==> src/ale_pkg.sv <==
// Package for the linear attack/release envelope generator.
// Holds the fixed-point widths, the phase and sequencer codes, the register map
// and the configuration struct. Depends on nothing.
`default_nettype none

package ale_pkg;

  // Unsigned fixed point: ONE = 2^FRAC_BITS stands for 1.0.
  localparam int FRAC_BITS = 24;
  localparam int LVL_W     = FRAC_BITS + 1;
  localparam int PROD_W    = 2 * LVL_W;
  localparam int CNT_W     = $clog2(LVL_W);

  localparam int APB_AW = 4;
  localparam int APB_DW = 32;

  typedef logic [LVL_W-1:0]  level_t;
  typedef logic [PROD_W-1:0] prod_t;

  localparam level_t ONE          = level_t'(1) << FRAC_BITS;
  localparam level_t ATTACK_RESET = level_t'(38044);
  localparam level_t RELEASE_RESET = level_t'(1522);

  typedef enum logic [1:0] {
    PH_IDLE    = 2'd0,
    PH_ATTACK  = 2'd1,
    PH_HOLD    = 2'd2,
    PH_RELEASE = 2'd3
  } phase_e;

  typedef enum logic [2:0] {
    ST_WAIT_IN,
    ST_REL_MUL,
    ST_UPDATE,
    ST_OUT_MUL,
    ST_PUSH
  } seq_state_e;

  typedef enum logic [1:0] {
    REG_TRIGGER_MODE     = 2'd0,
    REG_ATTACK_STEP      = 2'd1,
    REG_RELEASE_FRACTION = 2'd2,
    REG_AMPLITUDE        = 2'd3
  } reg_idx_e;

  typedef struct packed {
    logic   trigger_mode;
    level_t attack_step;
    level_t release_fraction;
    level_t amplitude;
  } cfg_t;

  // Keeps the low register bits and clamps them into [1, ONE] when zero_is_one is set, else [0, ONE].
  function automatic level_t sat_reg(logic [APB_DW-1:0] v, logic zero_is_one);
    level_t m;
    m = v[LVL_W-1:0];
    if (m > ONE) begin
      m = ONE;
    end else if (zero_is_one && (m == '0)) begin
      m = level_t'(1);
    end
    return m;
  endfunction

endpackage

`default_nettype wire

==> src/ale_if.sv <==
// Handshake channels of the envelope generator: the gate sample input and the
// envelope result output. Depends on ale_pkg.
`default_nettype none

interface ale_in_if;
  import ale_pkg::*;

  logic valid;
  logic ready;
  logic gate_high;

  modport source (output valid, output gate_high, input ready);
  modport sink   (input valid, input gate_high, output ready);
endinterface

interface ale_out_if;
  import ale_pkg::*;

  logic       valid;
  logic       ready;
  level_t     envelope;
  logic [1:0] stage;

  modport source (output valid, output envelope, output stage, input ready);
  modport sink   (input valid, input envelope, input stage, output ready);
endinterface

`default_nettype wire

==> src/ale_regs.sv <==
// APB-style configuration registers of the envelope generator.
// Saturates written values into range. Depends on ale_pkg.
`default_nettype none

module ale_regs (
  input  wire                         clk_i,
  input  wire                         rst_ni,
  input  wire                         psel,
  input  wire                         penable,
  input  wire                         pwrite,
  input  wire [ale_pkg::APB_AW-1:0]   paddr,
  input  wire [ale_pkg::APB_DW-1:0]   pwdata,
  output logic [ale_pkg::APB_DW-1:0]  prdata,
  output logic                        pready,
  output ale_pkg::cfg_t               cfg_o
);
  import ale_pkg::*;

  cfg_t     cfg_q, cfg_d;
  reg_idx_e idx;
  logic     wr_en;

  assign pready = 1'b1;
  assign idx    = reg_idx_e'(paddr[3:2]);
  assign wr_en  = psel && penable && pwrite;
  assign cfg_o  = cfg_q;

  always_comb begin
    cfg_d = cfg_q;
    if (wr_en) begin
      case (idx)
        REG_TRIGGER_MODE:     cfg_d.trigger_mode     = pwdata[0];
        REG_ATTACK_STEP:      cfg_d.attack_step      = sat_reg(pwdata, 1'b1);
        REG_RELEASE_FRACTION: cfg_d.release_fraction = sat_reg(pwdata, 1'b1);
        REG_AMPLITUDE:        cfg_d.amplitude        = sat_reg(pwdata, 1'b0);
        default:              cfg_d = cfg_q;
      endcase
    end
  end

  always_comb begin
    case (idx)
      REG_TRIGGER_MODE:     prdata = APB_DW'(cfg_q.trigger_mode);
      REG_ATTACK_STEP:      prdata = APB_DW'(cfg_q.attack_step);
      REG_RELEASE_FRACTION: prdata = APB_DW'(cfg_q.release_fraction);
      REG_AMPLITUDE:        prdata = APB_DW'(cfg_q.amplitude);
      default:              prdata = '0;
    endcase
  end

  always_ff @(posedge clk_i or negedge rst_ni) begin
    if (!rst_ni) begin
      cfg_q.trigger_mode     <= 1'b0;
      cfg_q.attack_step      <= ATTACK_RESET;
      cfg_q.release_fraction <= RELEASE_RESET;
      cfg_q.amplitude        <= ONE;
    end else begin
      cfg_q <= cfg_d;
    end
  end

endmodule

`default_nettype wire

==> src/ale_mul.sv <==
// Bit-serial shift-and-add multiplier: one multiplier bit per cycle, a
// narrow adder, and the full product when done_o pulses. Depends on ale_pkg.
`default_nettype none

module ale_mul (
  input  wire               clk_i,
  input  wire               rst_ni,
  input  wire               start_i,
  input  ale_pkg::level_t   a_i,
  input  ale_pkg::level_t   b_i,
  output logic              done_o,
  output ale_pkg::prod_t    prod_o
);
  import ale_pkg::*;

  logic             busy_q, busy_d;
  logic             done_q, done_d;
  logic [CNT_W-1:0] cnt_q, cnt_d;
  level_t           hi_q, hi_d;
  level_t           lo_q, lo_d;
  level_t           b_q, b_d;
  logic [LVL_W:0]   sum;

  // The upper half never exceeds the multiplicand, so the sum fits LVL_W+1 bits.
  assign sum = {1'b0, hi_q} + (lo_q[0] ? {1'b0, b_q} : '0);

  always_comb begin
    busy_d = busy_q;
    done_d = 1'b0;
    cnt_d  = cnt_q;
    hi_d   = hi_q;
    lo_d   = lo_q;
    b_d    = b_q;
    if (start_i) begin
      busy_d = 1'b1;
      cnt_d  = '0;
      hi_d   = '0;
      lo_d   = a_i;
      b_d    = b_i;
    end else if (busy_q) begin
      hi_d  = sum[LVL_W:1];
      lo_d  = {sum[0], lo_q[LVL_W-1:1]};
      cnt_d = cnt_q + CNT_W'(1);
      if (cnt_q == CNT_W'(LVL_W - 1)) begin
        busy_d = 1'b0;
        done_d = 1'b1;
      end
    end
  end

  always_ff @(posedge clk_i or negedge rst_ni) begin
    if (!rst_ni) begin
      busy_q <= 1'b0;
      done_q <= 1'b0;
      cnt_q  <= '0;
    end else begin
      busy_q <= busy_d;
      done_q <= done_d;
      cnt_q  <= cnt_d;
    end
  end

  always_ff @(posedge clk_i) begin
    hi_q <= hi_d;
    lo_q <= lo_d;
    b_q  <= b_d;
  end

  assign done_o = done_q;
  assign prod_o = {hi_q, lo_q};

`ifndef SYNTHESIS
  a_start_when_free: assert property (@(posedge clk_i) disable iff (!rst_ni)
    start_i |-> !busy_q)
    else $error("multiplier started while busy");

  a_done_after_busy: assert property (@(posedge clk_i) disable iff (!rst_ni)
    done_q |-> ($past(busy_q) && !busy_q))
    else $error("multiplier done without a finished run");
`endif

endmodule

`default_nettype wire

==> src/linear_attack_release_envelope.sv <==
// Linear attack/release envelope generator: top level with the per-sample
// sequencer. Depends on ale_pkg, ale_if, ale_regs and ale_mul.
//
// Usage: each transfer on in_if carries one gate sample (gate_high); each
// sample yields exactly one transfer on out_if carrying the envelope value
// (unsigned, 2^24 = 1.0) and the phase after the sample (0 idle, 1 attack,
// 2 hold, 3 release). The APB port sets trigger mode, attack step, release
// fraction and amplitude; write it only while no sample is in flight.
// Sequencing: one sample is worked on at a time. With unity amplitude the
// sequencer goes from ST_UPDATE straight to ST_PUSH and the multiplier is not
// used. Otherwise the output product runs through the bit-serial multiplier,
// one bit per cycle over 25 bits, in ST_OUT_MUL. In gate mode, a low gate that
// starts a release (release fraction below one) first computes the release
// decrement on the same multiplier, in ST_REL_MUL, before the level update.
// The result goes into an output register, so in_if.ready returns as soon as
// the result is parked there; if the receiver stalls, the sequencer holds the
// next finished result until the output register frees up.
// Reset clears the phase, the level, the previous gate and the release
// decrement, loads the register defaults and empties the output register.
`default_nettype none

module linear_attack_release_envelope (
  input  wire                         clk_i,
  input  wire                         rst_ni,
  input  wire                         psel,
  input  wire                         penable,
  input  wire                         pwrite,
  input  wire [ale_pkg::APB_AW-1:0]   paddr,
  input  wire [ale_pkg::APB_DW-1:0]   pwdata,
  output logic [ale_pkg::APB_DW-1:0]  prdata,
  output logic                        pready,
  ale_in_if.sink                      in_if,
  ale_out_if.source                   out_if
);
  import ale_pkg::*;

  cfg_t       cfg;
  seq_state_e state_q, state_d;

  // Per-sample envelope state.
  phase_e phase_q, phase_d;
  level_t level_q, level_d;
  level_t step_q, step_d;
  logic   prev_q, prev_d;

  // Output register.
  logic       out_valid_q, out_valid_d;
  level_t     out_env_q, out_env_d;
  logic [1:0] out_stage_q, out_stage_d;

  // Sequencer controls.
  logic   in_ready;
  logic   accept;
  logic   mul_start;
  logic   out_load;
  logic   mul_done;
  level_t mul_a, mul_b;
  prod_t  prod;

  // Decode helpers.
  logic             trig, gate, rel_early;
  logic             attack_full, rel_full, amp_full;
  phase_e           ph_in;
  logic [LVL_W:0]   att_sum;
  logic             att_top;
  level_t           rel_ceil;
  level_t           prod_floor;
  level_t           rel_first;

  ale_regs u_regs (
    .clk_i   (clk_i),
    .rst_ni  (rst_ni),
    .psel    (psel),
    .penable (penable),
    .pwrite  (pwrite),
    .paddr   (paddr),
    .pwdata  (pwdata),
    .prdata  (prdata),
    .pready  (pready),
    .cfg_o   (cfg)
  );

  ale_mul u_mul (
    .clk_i   (clk_i),
    .rst_ni  (rst_ni),
    .start_i (mul_start),
    .a_i     (mul_a),
    .b_i     (mul_b),
    .done_o  (mul_done),
    .prod_o  (prod)
  );

  assign trig        = cfg.trigger_mode;
  assign gate        = in_if.gate_high;
  assign attack_full = (cfg.attack_step >= ONE);
  assign rel_full    = (cfg.release_fraction >= ONE);
  assign amp_full    = (cfg.amplitude >= ONE);
  assign accept      = in_if.valid && in_ready;

  // Product scaled back by 2^FRAC_BITS, truncated and rounded up.
  assign prod_floor = prod[FRAC_BITS +: LVL_W];
  assign rel_ceil   = prod_floor + level_t'(|prod[FRAC_BITS-1:0]);

  // A release that starts from full scale needs no multiply: the decrement is
  // the release fraction itself.
  assign rel_first = rel_full ? ONE : cfg.release_fraction;

  assign att_sum = {1'b0, level_q} + {1'b0, cfg.attack_step};
  assign att_top = attack_full || (att_sum >= {1'b0, ONE});

  // Phase at the start of a sample, before the level update.
  always_comb begin
    ph_in = phase_q;
    if (!trig) begin
      if (gate && (!prev_q || (phase_q == PH_IDLE))) begin
        ph_in = PH_ATTACK;
      end
    end else if (gate && !prev_q) begin
      ph_in = PH_ATTACK;
    end
  end

  // In gate mode a low gate releases any active envelope, and a falling edge
  // releases even from idle.
  assign rel_early = !trig && !gate &&
                     (prev_q || ((phase_q != PH_RELEASE) && (phase_q != PH_IDLE)));

  // Next-state logic of the sequencer.
  always_comb begin
    state_d = state_q;
    case (state_q)
      ST_WAIT_IN: begin
        if (accept) begin
          state_d = (rel_early && !rel_full) ? ST_REL_MUL : ST_UPDATE;
        end
      end
      ST_REL_MUL: begin
        if (mul_done) begin
          state_d = ST_UPDATE;
        end
      end
      ST_UPDATE: begin
        state_d = amp_full ? ST_PUSH : ST_OUT_MUL;
      end
      ST_OUT_MUL: begin
        if (mul_done) begin
          state_d = ST_PUSH;
        end
      end
      ST_PUSH: begin
        if (!out_valid_q || out_if.ready) begin
          state_d = ST_WAIT_IN;
        end
      end
      default: state_d = ST_WAIT_IN;
    endcase
  end

  // Output logic of the sequencer.
  always_comb begin
    in_ready  = 1'b0;
    mul_start = 1'b0;
    out_load  = 1'b0;
    mul_a     = level_q;
    mul_b     = cfg.release_fraction;
    case (state_q)
      ST_WAIT_IN: begin
        in_ready  = 1'b1;
        mul_start = accept && rel_early && !rel_full;
      end
      ST_UPDATE: begin
        mul_start = !amp_full;
        mul_a     = level_d;
        mul_b     = cfg.amplitude;
      end
      ST_PUSH: begin
        out_load = !out_valid_q || out_if.ready;
      end
      default: begin
        in_ready = 1'b0;
      end
    endcase
  end

  // Envelope datapath.
  always_comb begin
    phase_d = phase_q;
    level_d = level_q;
    step_d  = step_q;
    prev_d  = prev_q;
    case (state_q)
      ST_WAIT_IN: begin
        if (accept) begin
          prev_d  = gate;
          phase_d = rel_early ? PH_RELEASE : ph_in;
          if (rel_early && rel_full) begin
            step_d = level_q;
          end
        end
      end
      ST_REL_MUL: begin
        if (mul_done) begin
          step_d = rel_ceil;
        end
      end
      ST_UPDATE: begin
        case (phase_q)
          PH_ATTACK: begin
            if (att_top) begin
              level_d = ONE;
              if (!trig && prev_q) begin
                phase_d = PH_HOLD;
              end else begin
                phase_d = PH_RELEASE;
                step_d  = rel_first;
              end
            end else begin
              level_d = att_sum[LVL_W-1:0];
            end
          end
          PH_HOLD: begin
            level_d = ONE;
            if (!prev_q) begin
              phase_d = PH_RELEASE;
              step_d  = rel_first;
            end
          end
          PH_RELEASE: begin
            if (rel_full || (step_q >= level_q)) begin
              level_d = '0;
              step_d  = '0;
              phase_d = PH_IDLE;
            end else begin
              level_d = level_q - step_q;
            end
          end
          default: begin
            level_d = '0;
          end
        endcase
      end
      default: begin
        phase_d = phase_q;
      end
    endcase
  end

  // Output register: loads from the sequencer, drains on the receiver's transfer.
  always_comb begin
    out_valid_d = out_valid_q;
    out_env_d   = out_env_q;
    out_stage_d = out_stage_q;
    if (out_load) begin
      out_valid_d = 1'b1;
      out_env_d   = amp_full ? level_q : prod_floor;
      out_stage_d = phase_q;
    end else if (out_if.ready) begin
      out_valid_d = 1'b0;
    end
  end

  always_ff @(posedge clk_i or negedge rst_ni) begin
    if (!rst_ni) begin
      state_q     <= ST_WAIT_IN;
      phase_q     <= PH_IDLE;
      level_q     <= '0;
      step_q      <= '0;
      prev_q      <= 1'b0;
      out_valid_q <= 1'b0;
    end else begin
      state_q     <= state_d;
      phase_q     <= phase_d;
      level_q     <= level_d;
      step_q      <= step_d;
      prev_q      <= prev_d;
      out_valid_q <= out_valid_d;
    end
  end

  always_ff @(posedge clk_i) begin
    out_env_q   <= out_env_d;
    out_stage_q <= out_stage_d;
  end

  assign in_if.ready     = in_ready;
  assign out_if.valid    = out_valid_q;
  assign out_if.envelope = out_env_q;
  assign out_if.stage    = out_stage_q;

`ifndef SYNTHESIS
  a_idle_is_silent: assert property (@(posedge clk_i) disable iff (!rst_ni)
    (phase_q == PH_IDLE) |-> (level_q == '0))
    else $error("idle phase with a nonzero level");

  a_level_in_range: assert property (@(posedge clk_i) disable iff (!rst_ni)
    level_q <= ONE)
    else $error("level above full scale");

  a_hold_is_full: assert property (@(posedge clk_i) disable iff (!rst_ni)
    (phase_q == PH_HOLD) |-> (level_q == ONE))
    else $error("hold phase below full scale");

  a_busy_after_transfer: assert property (@(posedge clk_i) disable iff (!rst_ni)
    accept |=> (state_q != ST_WAIT_IN))
    else $error("sequencer did not start on an input transfer");
`endif

endmodule

`default_nettype wire

==> src/flat_wrapper.sv <==
// flat-port wrapper written by rule: the top's interface ports become plain ports
module linear_attack_release_envelope_flat import ale_pkg::*;
  (clk_i, rst_ni, psel, penable, pwrite, paddr, pwdata, prdata, pready, in_if_valid, in_if_gate_high, in_if_ready, out_if_valid, out_if_envelope, out_if_stage, out_if_ready);
  ale_in_if in_if_i ();
  ale_out_if out_if_i ();
  input  wire clk_i;
  input  wire rst_ni;
  input  wire psel;
  input  wire penable;
  input  wire pwrite;
  input  wire [ale_pkg::APB_AW-1:0] paddr;
  input  wire [ale_pkg::APB_DW-1:0] pwdata;
  output logic [ale_pkg::APB_DW-1:0] prdata;
  output logic pready;
  input wire logic [$bits(in_if_i.valid)-1:0] in_if_valid;
  input wire logic [$bits(in_if_i.gate_high)-1:0] in_if_gate_high;
  output wire logic [$bits(in_if_i.ready)-1:0] in_if_ready;
  output wire logic [$bits(out_if_i.valid)-1:0] out_if_valid;
  output wire logic [$bits(out_if_i.envelope)-1:0] out_if_envelope;
  output wire logic [$bits(out_if_i.stage)-1:0] out_if_stage;
  input wire logic [$bits(out_if_i.ready)-1:0] out_if_ready;
  assign in_if_i.valid = in_if_valid;
  assign in_if_i.gate_high = in_if_gate_high;
  assign in_if_ready = in_if_i.ready;
  assign out_if_valid = out_if_i.valid;
  assign out_if_envelope = out_if_i.envelope;
  assign out_if_stage = out_if_i.stage;
  assign out_if_i.ready = out_if_ready;
  linear_attack_release_envelope u_core (.clk_i(clk_i), .rst_ni(rst_ni), .psel(psel), .penable(penable), .pwrite(pwrite), .paddr(paddr), .pwdata(pwdata), .prdata(prdata), .pready(pready), .in_if(in_if_i), .out_if(out_if_i));
endmodule
==> config.mk <==
export PLATFORM = sky130hd
export DESIGN_NAME = linear_attack_release_envelope_flat
export DESIGN_NICKNAME = d
export VERILOG_FILES = /design/src/ale_pkg.sv /design/src/ale_if.sv /design/src/ale_regs.sv /design/src/ale_mul.sv /design/src/linear_attack_release_envelope.sv /design/src/flat_wrapper.sv
export SDC_FILE = /design/constraint.sdc
export NUM_CORES = 1
export LEC_CHECK = 0
export ABC_AREA = 0
export BUFFER_PORTS_ARGS = -buffer_cell sky130_fd_sc_hd__buf_2
export CORE_MARGIN = 10
export CORE_UTILIZATION = 46
export DETAILED_ROUTE_END_ITERATION = 12
export PLACE_DENSITY = 0.65
export SLEW_MARGIN = 20
export SYNTH_ARGS = -nofsm -noshare
export SYNTH_HDL_FRONTEND = slang
export SYNTH_SLANG_ARGS = --single-unit
==> constraint.sdc <==
create_clock -name clk_i -period 3.2 [get_ports clk_i]
set_clock_uncertainty 0.15 [all_clocks]
set_input_delay 0.32 -clock clk_i [delete_from_list [all_inputs] [get_ports clk_i]]
set_output_delay 0.32 -clock clk_i [all_outputs]
set_load 0.02 [all_outputs]
; ---- Yosys cells after proc, flatten, opt, wreduce, memory -nomap -nowiden
; Cells that the tools add are included.
[word_totals]
ff_bits = 242
latchBits = 0
mem_bits_rw = 0
rom_bits = 0
elab_cells = 150
memories = 0
[classes]
addsub = 5
multipliers = 0
div_mod_pow = 0
magnitude_cmp = 6
eq_ne = 24
shift = 0
mux = 55
n_bitwise = 0
n_reduce_logical = 42
[ops]
columns = op, count
row1 = two-way mux 25 bit, 20
row2 = case mux 25 bit (3 select lines), 3
row3 = case mux 32 bit (4 select lines), 1
row4 = greater-or-equal comparator 25 bit (second input constant), 3
row5 = adder 25 x 25 -> 26 bit, 1
row6 = adder 25 x 26 -> 26 bit, 1
row7 = greater-or-equal comparator 26 x 25 -> 1 bit (second input constant), 1
row8 = adder 25 x 1 -> 25 bit, 1
row9 = greater-or-equal comparator 25 bit, 1
row10 = > comparator 25 bit (second input constant), 1
row11 = zero test 25 bit, 1
row12 = subtractor 25 bit, 1
row13 = OR reduction 24 bit, 1
row14 = two-way mux 2 bit, 9
row15 = two-way mux 3 bit, 5
row16 = case mux 3 bit (5 select lines), 1
row17 = logical AND 1 bit, 13
row18 = two-way mux 1 bit, 11
row19 = two-way mux 5 bit, 2
row20 = AND reduction 2 bit, 5
row21 = AND reduction 9 bit, 1
row22 = equality test 2 bit (second input constant), 4
row23 = != test 4 x 2 -> 1 bit (second input constant), 2
row24 = AND reduction 8 bit, 1
row25 = 21 further kinds, 42

; ---- Logic depth before layout (Yosys ltp)
[depth]
word_depth = 8
depth_mapped = 14
ltp_nobuf = 13

; ---- Hierarchy
; A second synthesis with hierarchy kept.
[hier_totals]
cells_unflattened = 1712
area_unflattened_um2 = 15900.2
[by_module_without_submodules]
columns = module, instances, cells_each, area_each_um2, seq_area_each_um2
row1 = linear_attack_release_envelope, 1, 891, 7489.7, 2237.1
row2 = ale_mul, 1, 424, 4657.0, 2177.1
row3 = ale_regs, 1, 397, 3753.6, 1920.6

; ---- Worst setup path after synthesis
; Ideal clock, no wire load.
[synth_timing]
path_kind = register to register
from = reg u_core.level_q[1]
to = reg u_core.step_q[0]
setup_ns = 0.128
arrival_ns = 3.218
t_required_ns = 2.922
path_slack_ns = -0.296
stages_incl_launch_ff = 11
path_buffers = 0
period_less_slack_ns = 3.496
cell_sequence = dfrtp_1 ha_1 nor2b_1 o31a_1 or4_4 a221oi_4 o21ai_2 a21o_1 or4_4 a2bb2oi_4 mux2_1
[synth_via]
elab_chain_cells = 5
word_cells_on_any_way = 8
cone_classes = 1 x add/sub / 2 x order compare / 2 x eq/ne / 3 x reduce/logical
[synth_rtl]
columns = item, line_no
row1 = "start, declared", linear_attack_release_envelope.sv:42  ; level_t level_q, level_d;
row2 = "start signal, assigned", linear_attack_release_envelope.sv:273  ; level_q <= level_d;
row3 = adder 25 x 25 -> 26 bit, linear_attack_release_envelope.sv:108  ; assign att_sum = {1'b0, level_q} + {1'b0, cfg.attack_step};
row4 = greater-or-equal comparator 26 x 25 -> 1 bit, linear_attack_release_envelope.sv:109  ; assign att_top = attack_full || (att_sum >= {1'b0, ONE});
row5 = logical OR 1 bit, linear_attack_release_envelope.sv:109
row6 = != test 3 x 2 -> 1 bit (no source line), --
row7 = AND reduction 9 bit (no source line) *, --
row8 = "end signal, assigned", linear_attack_release_envelope.sv:274  ; step_q <= step_d;
row9 = "end, declared", linear_attack_release_envelope.sv:43  ; level_t step_q, step_d;
; Mark *: on every way between the ends. The rest lies on a longest branch, timed or not.
; A chain may end at the register's enable or synchronous reset.

; ---- Worst setup path after layout
[layout_timing]
from = reg u_core.level_q[1]
to = reg u_core.step_q[20]
; The elaborated chain is that of the path after synthesis.

==> impl_metrics.json <==
{
  "status": "finished, violations left",
  "violations": "negative setup slack",
  "ys_seq_area_share_pct": 42.0,
  "grt_pass1_wl_um": 80100,
  "cts_tree": "built",
  "port_buffers": 88,
  "crit_end": "u_core.step_q[20]$_DFFE_PN0P_",
  "crit_required_ps": 3470,
  "drtIter0Drc": 1133,
  "synthArstFlopShare_pct": 57.9,
  "maxSlewHeadroom_pct": 40.2,
  "place_inst": 2329,
  "ant_nets": 0,
  "p_seq_share_pct": 24.4,
  "multiInputGateArea_um2": 9010,
  "finalHoldViolCount": 0,
  "grt_max_degree": 79,
  "cp_cell_sequence": "ha_4 > nor2b_4 > o31a_1 > or4_4 > a221oi_4 > o21ai_2 > a21o_1 > or4_4 > a2bb2oi_4 > clkbuf_16 > mux2i_1",
  "swShare_pct": 42.3,
  "synth-edff-count": 77,
  "routed_wl_um": 52800,
  "first_pass_iters": 7,
  "finalCritPeriodShare_pct": 111,
  "synthesis.area_um2": 15100,
  "cpMostUsedCell": "or4_4",
  "fin_ws_ps": -361,
  "r2r_slack_ps": -360,
  "tightest_slew_ps": 898,
  "area_growth_pct": 33.8,
  "finalNonFillerCells": 2441,
  "synth_cells": 1615,
  "crit_fanout": 6,
  "cts_max_level": 1,
  "p_leak_nw": 9.45,
  "cts.clk_slew.worst_paths_ps": 60,
  "worst-path-stages": 11,
  "route.vias.total": 13879,
  "yosys_warnings": 0,
  "finalSetupTns_ps": -11550,
  "power.combinational.fraction_pct": 59.5,
  "pre_cts_slack_ps": -398,
  "syn_area_per_cell_um2": 9.35,
  "crit_buf_inv": 1,
  "reg2reg_depth": 11,
  "ff_latch_area_um2": 6340,
  "power_density_nw_per_um2": 1090,
  "critical-path-max-stage-delay_ps": 490,
  "critPathArrivalTime_ps": 3830,
  "max_freq_mhz": 281,
  "placed_cell_area_um2": 17900,
  "ios": 106,
  "numCtsBuffers": 29,
  "rsz0062_at_grt": "true",
  "viasPerCell": 5.69,
  "startpoint": "u_core.level_q[1]$_DFF_PN0_",
  "worstSkewPairLatency_ps": 560,
  "core.rowCount": 66,
  "period_minus_slack_ps": 3560,
  "fin_nets": 2108,
  "drc": 0,
  "drv_cap": 0,
  "ys_ff_latch": 242,
  "p_switching_mw": 9.28,
  "nFillCells": 2712,
  "startpoint_type": "flip-flop",
  "clock-sinks": 242,
  "root_buffer": "clkbuf_16",
  "setup_viol": 59,
  "place.detailed.hpwl_um": 38800,
  "antenna_found_initial": 0,
  "hp-class": "input pin to flip-flop",
  "detail_route.wl_per_cell_um": 21.6,
  "netlist_top_cells_area": "dfrtp_1 21%, edfxtp_1 15%, ha_1 7.0%, nand2_1 6.8%, mux2_2 4.6%",
  "crit_family": "compound AO/OA/AOI/OAI gates",
  "place.gp.congestion": 0.977,
  "grt_pass1_vias": 13885,
  "rr_endpoint": "u_core.step_q[20]$_DFFE_PN0P_",
  "final_cell_mix": "273 x buf_4, 262 x nand2_1, 121 x dfrtp_1, 119 x o21ai_0, 87 x buf_2",
  "ys.flop_type": "dfrtp_1",
  "power_frac_clock_pct": 16.1,
  "yosysTopAreaCellShare_pct": 20.7,
  "synth_top_cell_by_area": "dfrtp_1",
  "drive_gt1_share_pct": 32.5,
  "core_area_um2": 32500,
  "initial_utilization_pct": 46.5,
  "ir_drop_mv": 0.541,
  "stdcell_area_um2": 20200,
  "die_w_um": 201,
  "timing.rr.start": "u_core.level_q[1]$_DFF_PN0_",
  "die_area_um2": 40500,
  "drv_slew": 0,
  "cp-end-kind": "flip-flop",
  "critPathKind": "flip-flop to flip-flop",
  "grt_usage_pct": 24.9,
  "slowest_stage": "or4_4",
  "fp.dieH_um": 201,
  "synthDistinctLibCells": 73,
  "p_int_mw": 12.7,
  "clock_path_buffers": 3,
  "final_common_cell": "buf_4",
  "grt_overflow_total": 0
}
[logic make-up after synthesis]
kind of cell	count (synthesis)	share of synthesized area [%]
and+or+nand+nor	543	16.4
AOI/OAI and AO/OA	412	17.9
DFF	242	42.0
buffers and inverters	139	3.79
muxes	104	7.52
adders and majority gates	88	7.44
xor gates and xnor gates	85	4.93
other	2	0.0498
[state kept, by name, indices dropped and copies added, names as in the netlist]
signal	count
u_core.state_q	3
u_core.u_mul.hi_q	25
u_core.prev_q	1
u_core.u_mul.busy_q	1
u_core.out_if.envelope	25
u_core.u_mul.done_o	1
u_core.u_mul.cnt_q	5
u_core.u_mul.b_q	25
u_core.phase_q	2
u_core.step_q	25
u_core.out_if.valid	1
u_core.out_if.stage	2
u_core.u_mul.lo_q	25
u_core.u_regs.cfg_o	76
u_core.level_q	25
[worst register-to-register path, cell delays in order (launching register included)]
cell and delay (ps):
dfrtp_2 460, ha_4 230, nor2b_4 120, o31a_1 270, or4_4 440, a221oi_4 360
o21ai_2 120, a21o_1 190, or4_4 490, a2bb2oi_4 260, clkbuf_16 220, mux2i_1 120
[per-stage QoR]
stage	utilization [%]	hold slack (ps)	total power, mW
3_3_place_gp	55.0	298	16.4
3_5_place_dp	55.0	299	16.6
2_1_floorplan	-	-126	11.9
6_report	62.2	14.4	22.0
4_1_cts	60.4	1.66	21.0
5_1_grt	62.2	27.5	23.2
[area by class of cell]
type	count	share of cell area (%)
Clock buffer	41	4.23
Antenna cell	1	0.0124
Timing Repair Buffer	408	15.2
Sequential cell	242	31.4
Tap cell	442	2.74
Multi-Input combinational cell	1241	44.6
Clock inverter	12	0.843
Inverter	54	1.00
[what timing repair did]
action	CTS	global route
cloned	2	1
buffers inserted	21	14
gates resized for setup	83	85
hold endpoints to repair	126	0
hold buffers	24	0
pin swaps	41	43
setup endpoints to repair	70	76
[layer usage]
metal  wire length, µm  up-vias  GRT usage (%)
met5                 0        -              0
met2             24000      534           38.8
met1             22900     6748           34.1
met4              1050        0           6.30
met3              4820       64           5.91
li1                  -     6533              -
[power by group through the flow]
| stage | clock (mW) | combinational [mW] | sequential [mW] |
|---|---|---|---|
| 6_report | 3.53 | 13.1 | 5.37 |
| 3_3_place_gp | 0 | 11.2 | 5.27 |
| 3_5_place_dp | 0 | 11.3 | 5.29 |
| 4_1_cts | 3.57 | 12.2 | 5.26 |
| 5_1_grt | 3.70 | 14.1 | 5.45 |
| 2_1_floorplan | 0 | 6.94 | 4.98 |
[how the worst min path moves through the flow]
stage | start | endpoint | slack (ps) | cells past startpoint
after global routing | pwdata[20] | u_core.u_regs.cfg_o[45]$_DFFE_PN0P_ | 30 | 3
after detailed placement | rst_ni | u_core.step_q[8]$_DFFE_PN0P_ | 300 | 1
final | pwdata[20] | u_core.u_regs.cfg_o[70]$_DFFE_PN0P_ | 10 | 3
after global placement | rst_ni | u_core.step_q[8]$_DFFE_PN0P_ | 300 | 1
after floorplan | rst_ni | u_core.level_q[0]$_DFF_PN0_ | -130 | 0
after CTS | pwdata[16] | u_core.u_regs.cfg_o[41]$_DFFE_PN0P_ | 2 | 3
[synthesized netlist by cell type, types with 11 or more instances]
cell type,count
a41oi_1,11
nand4_1,13
and3_1,20
ha_1,85
nor4_1,13
mux2_2,62
edfxtp_1,77
nor2_1,80
o21ai_0,132
nor2b_1,11
and2_1,36
nor3_1,15
nand2b_1,22
a21o_1,44
clkbuf_1,62
mux2i_1,38
nand3_1,37
dfstp_2,15
a222oi_1,14
dfrtp_1,125
a22o_1,25
dfxtp_1,25
inv_1,54
a22oi_1,11
xnor2_1,52
nand2_1,275
a21oi_1,81
a211oi_1,11
a31oi_1,18
xor2_1,33
Note: power is estimated with default switching activity, not from simulation.
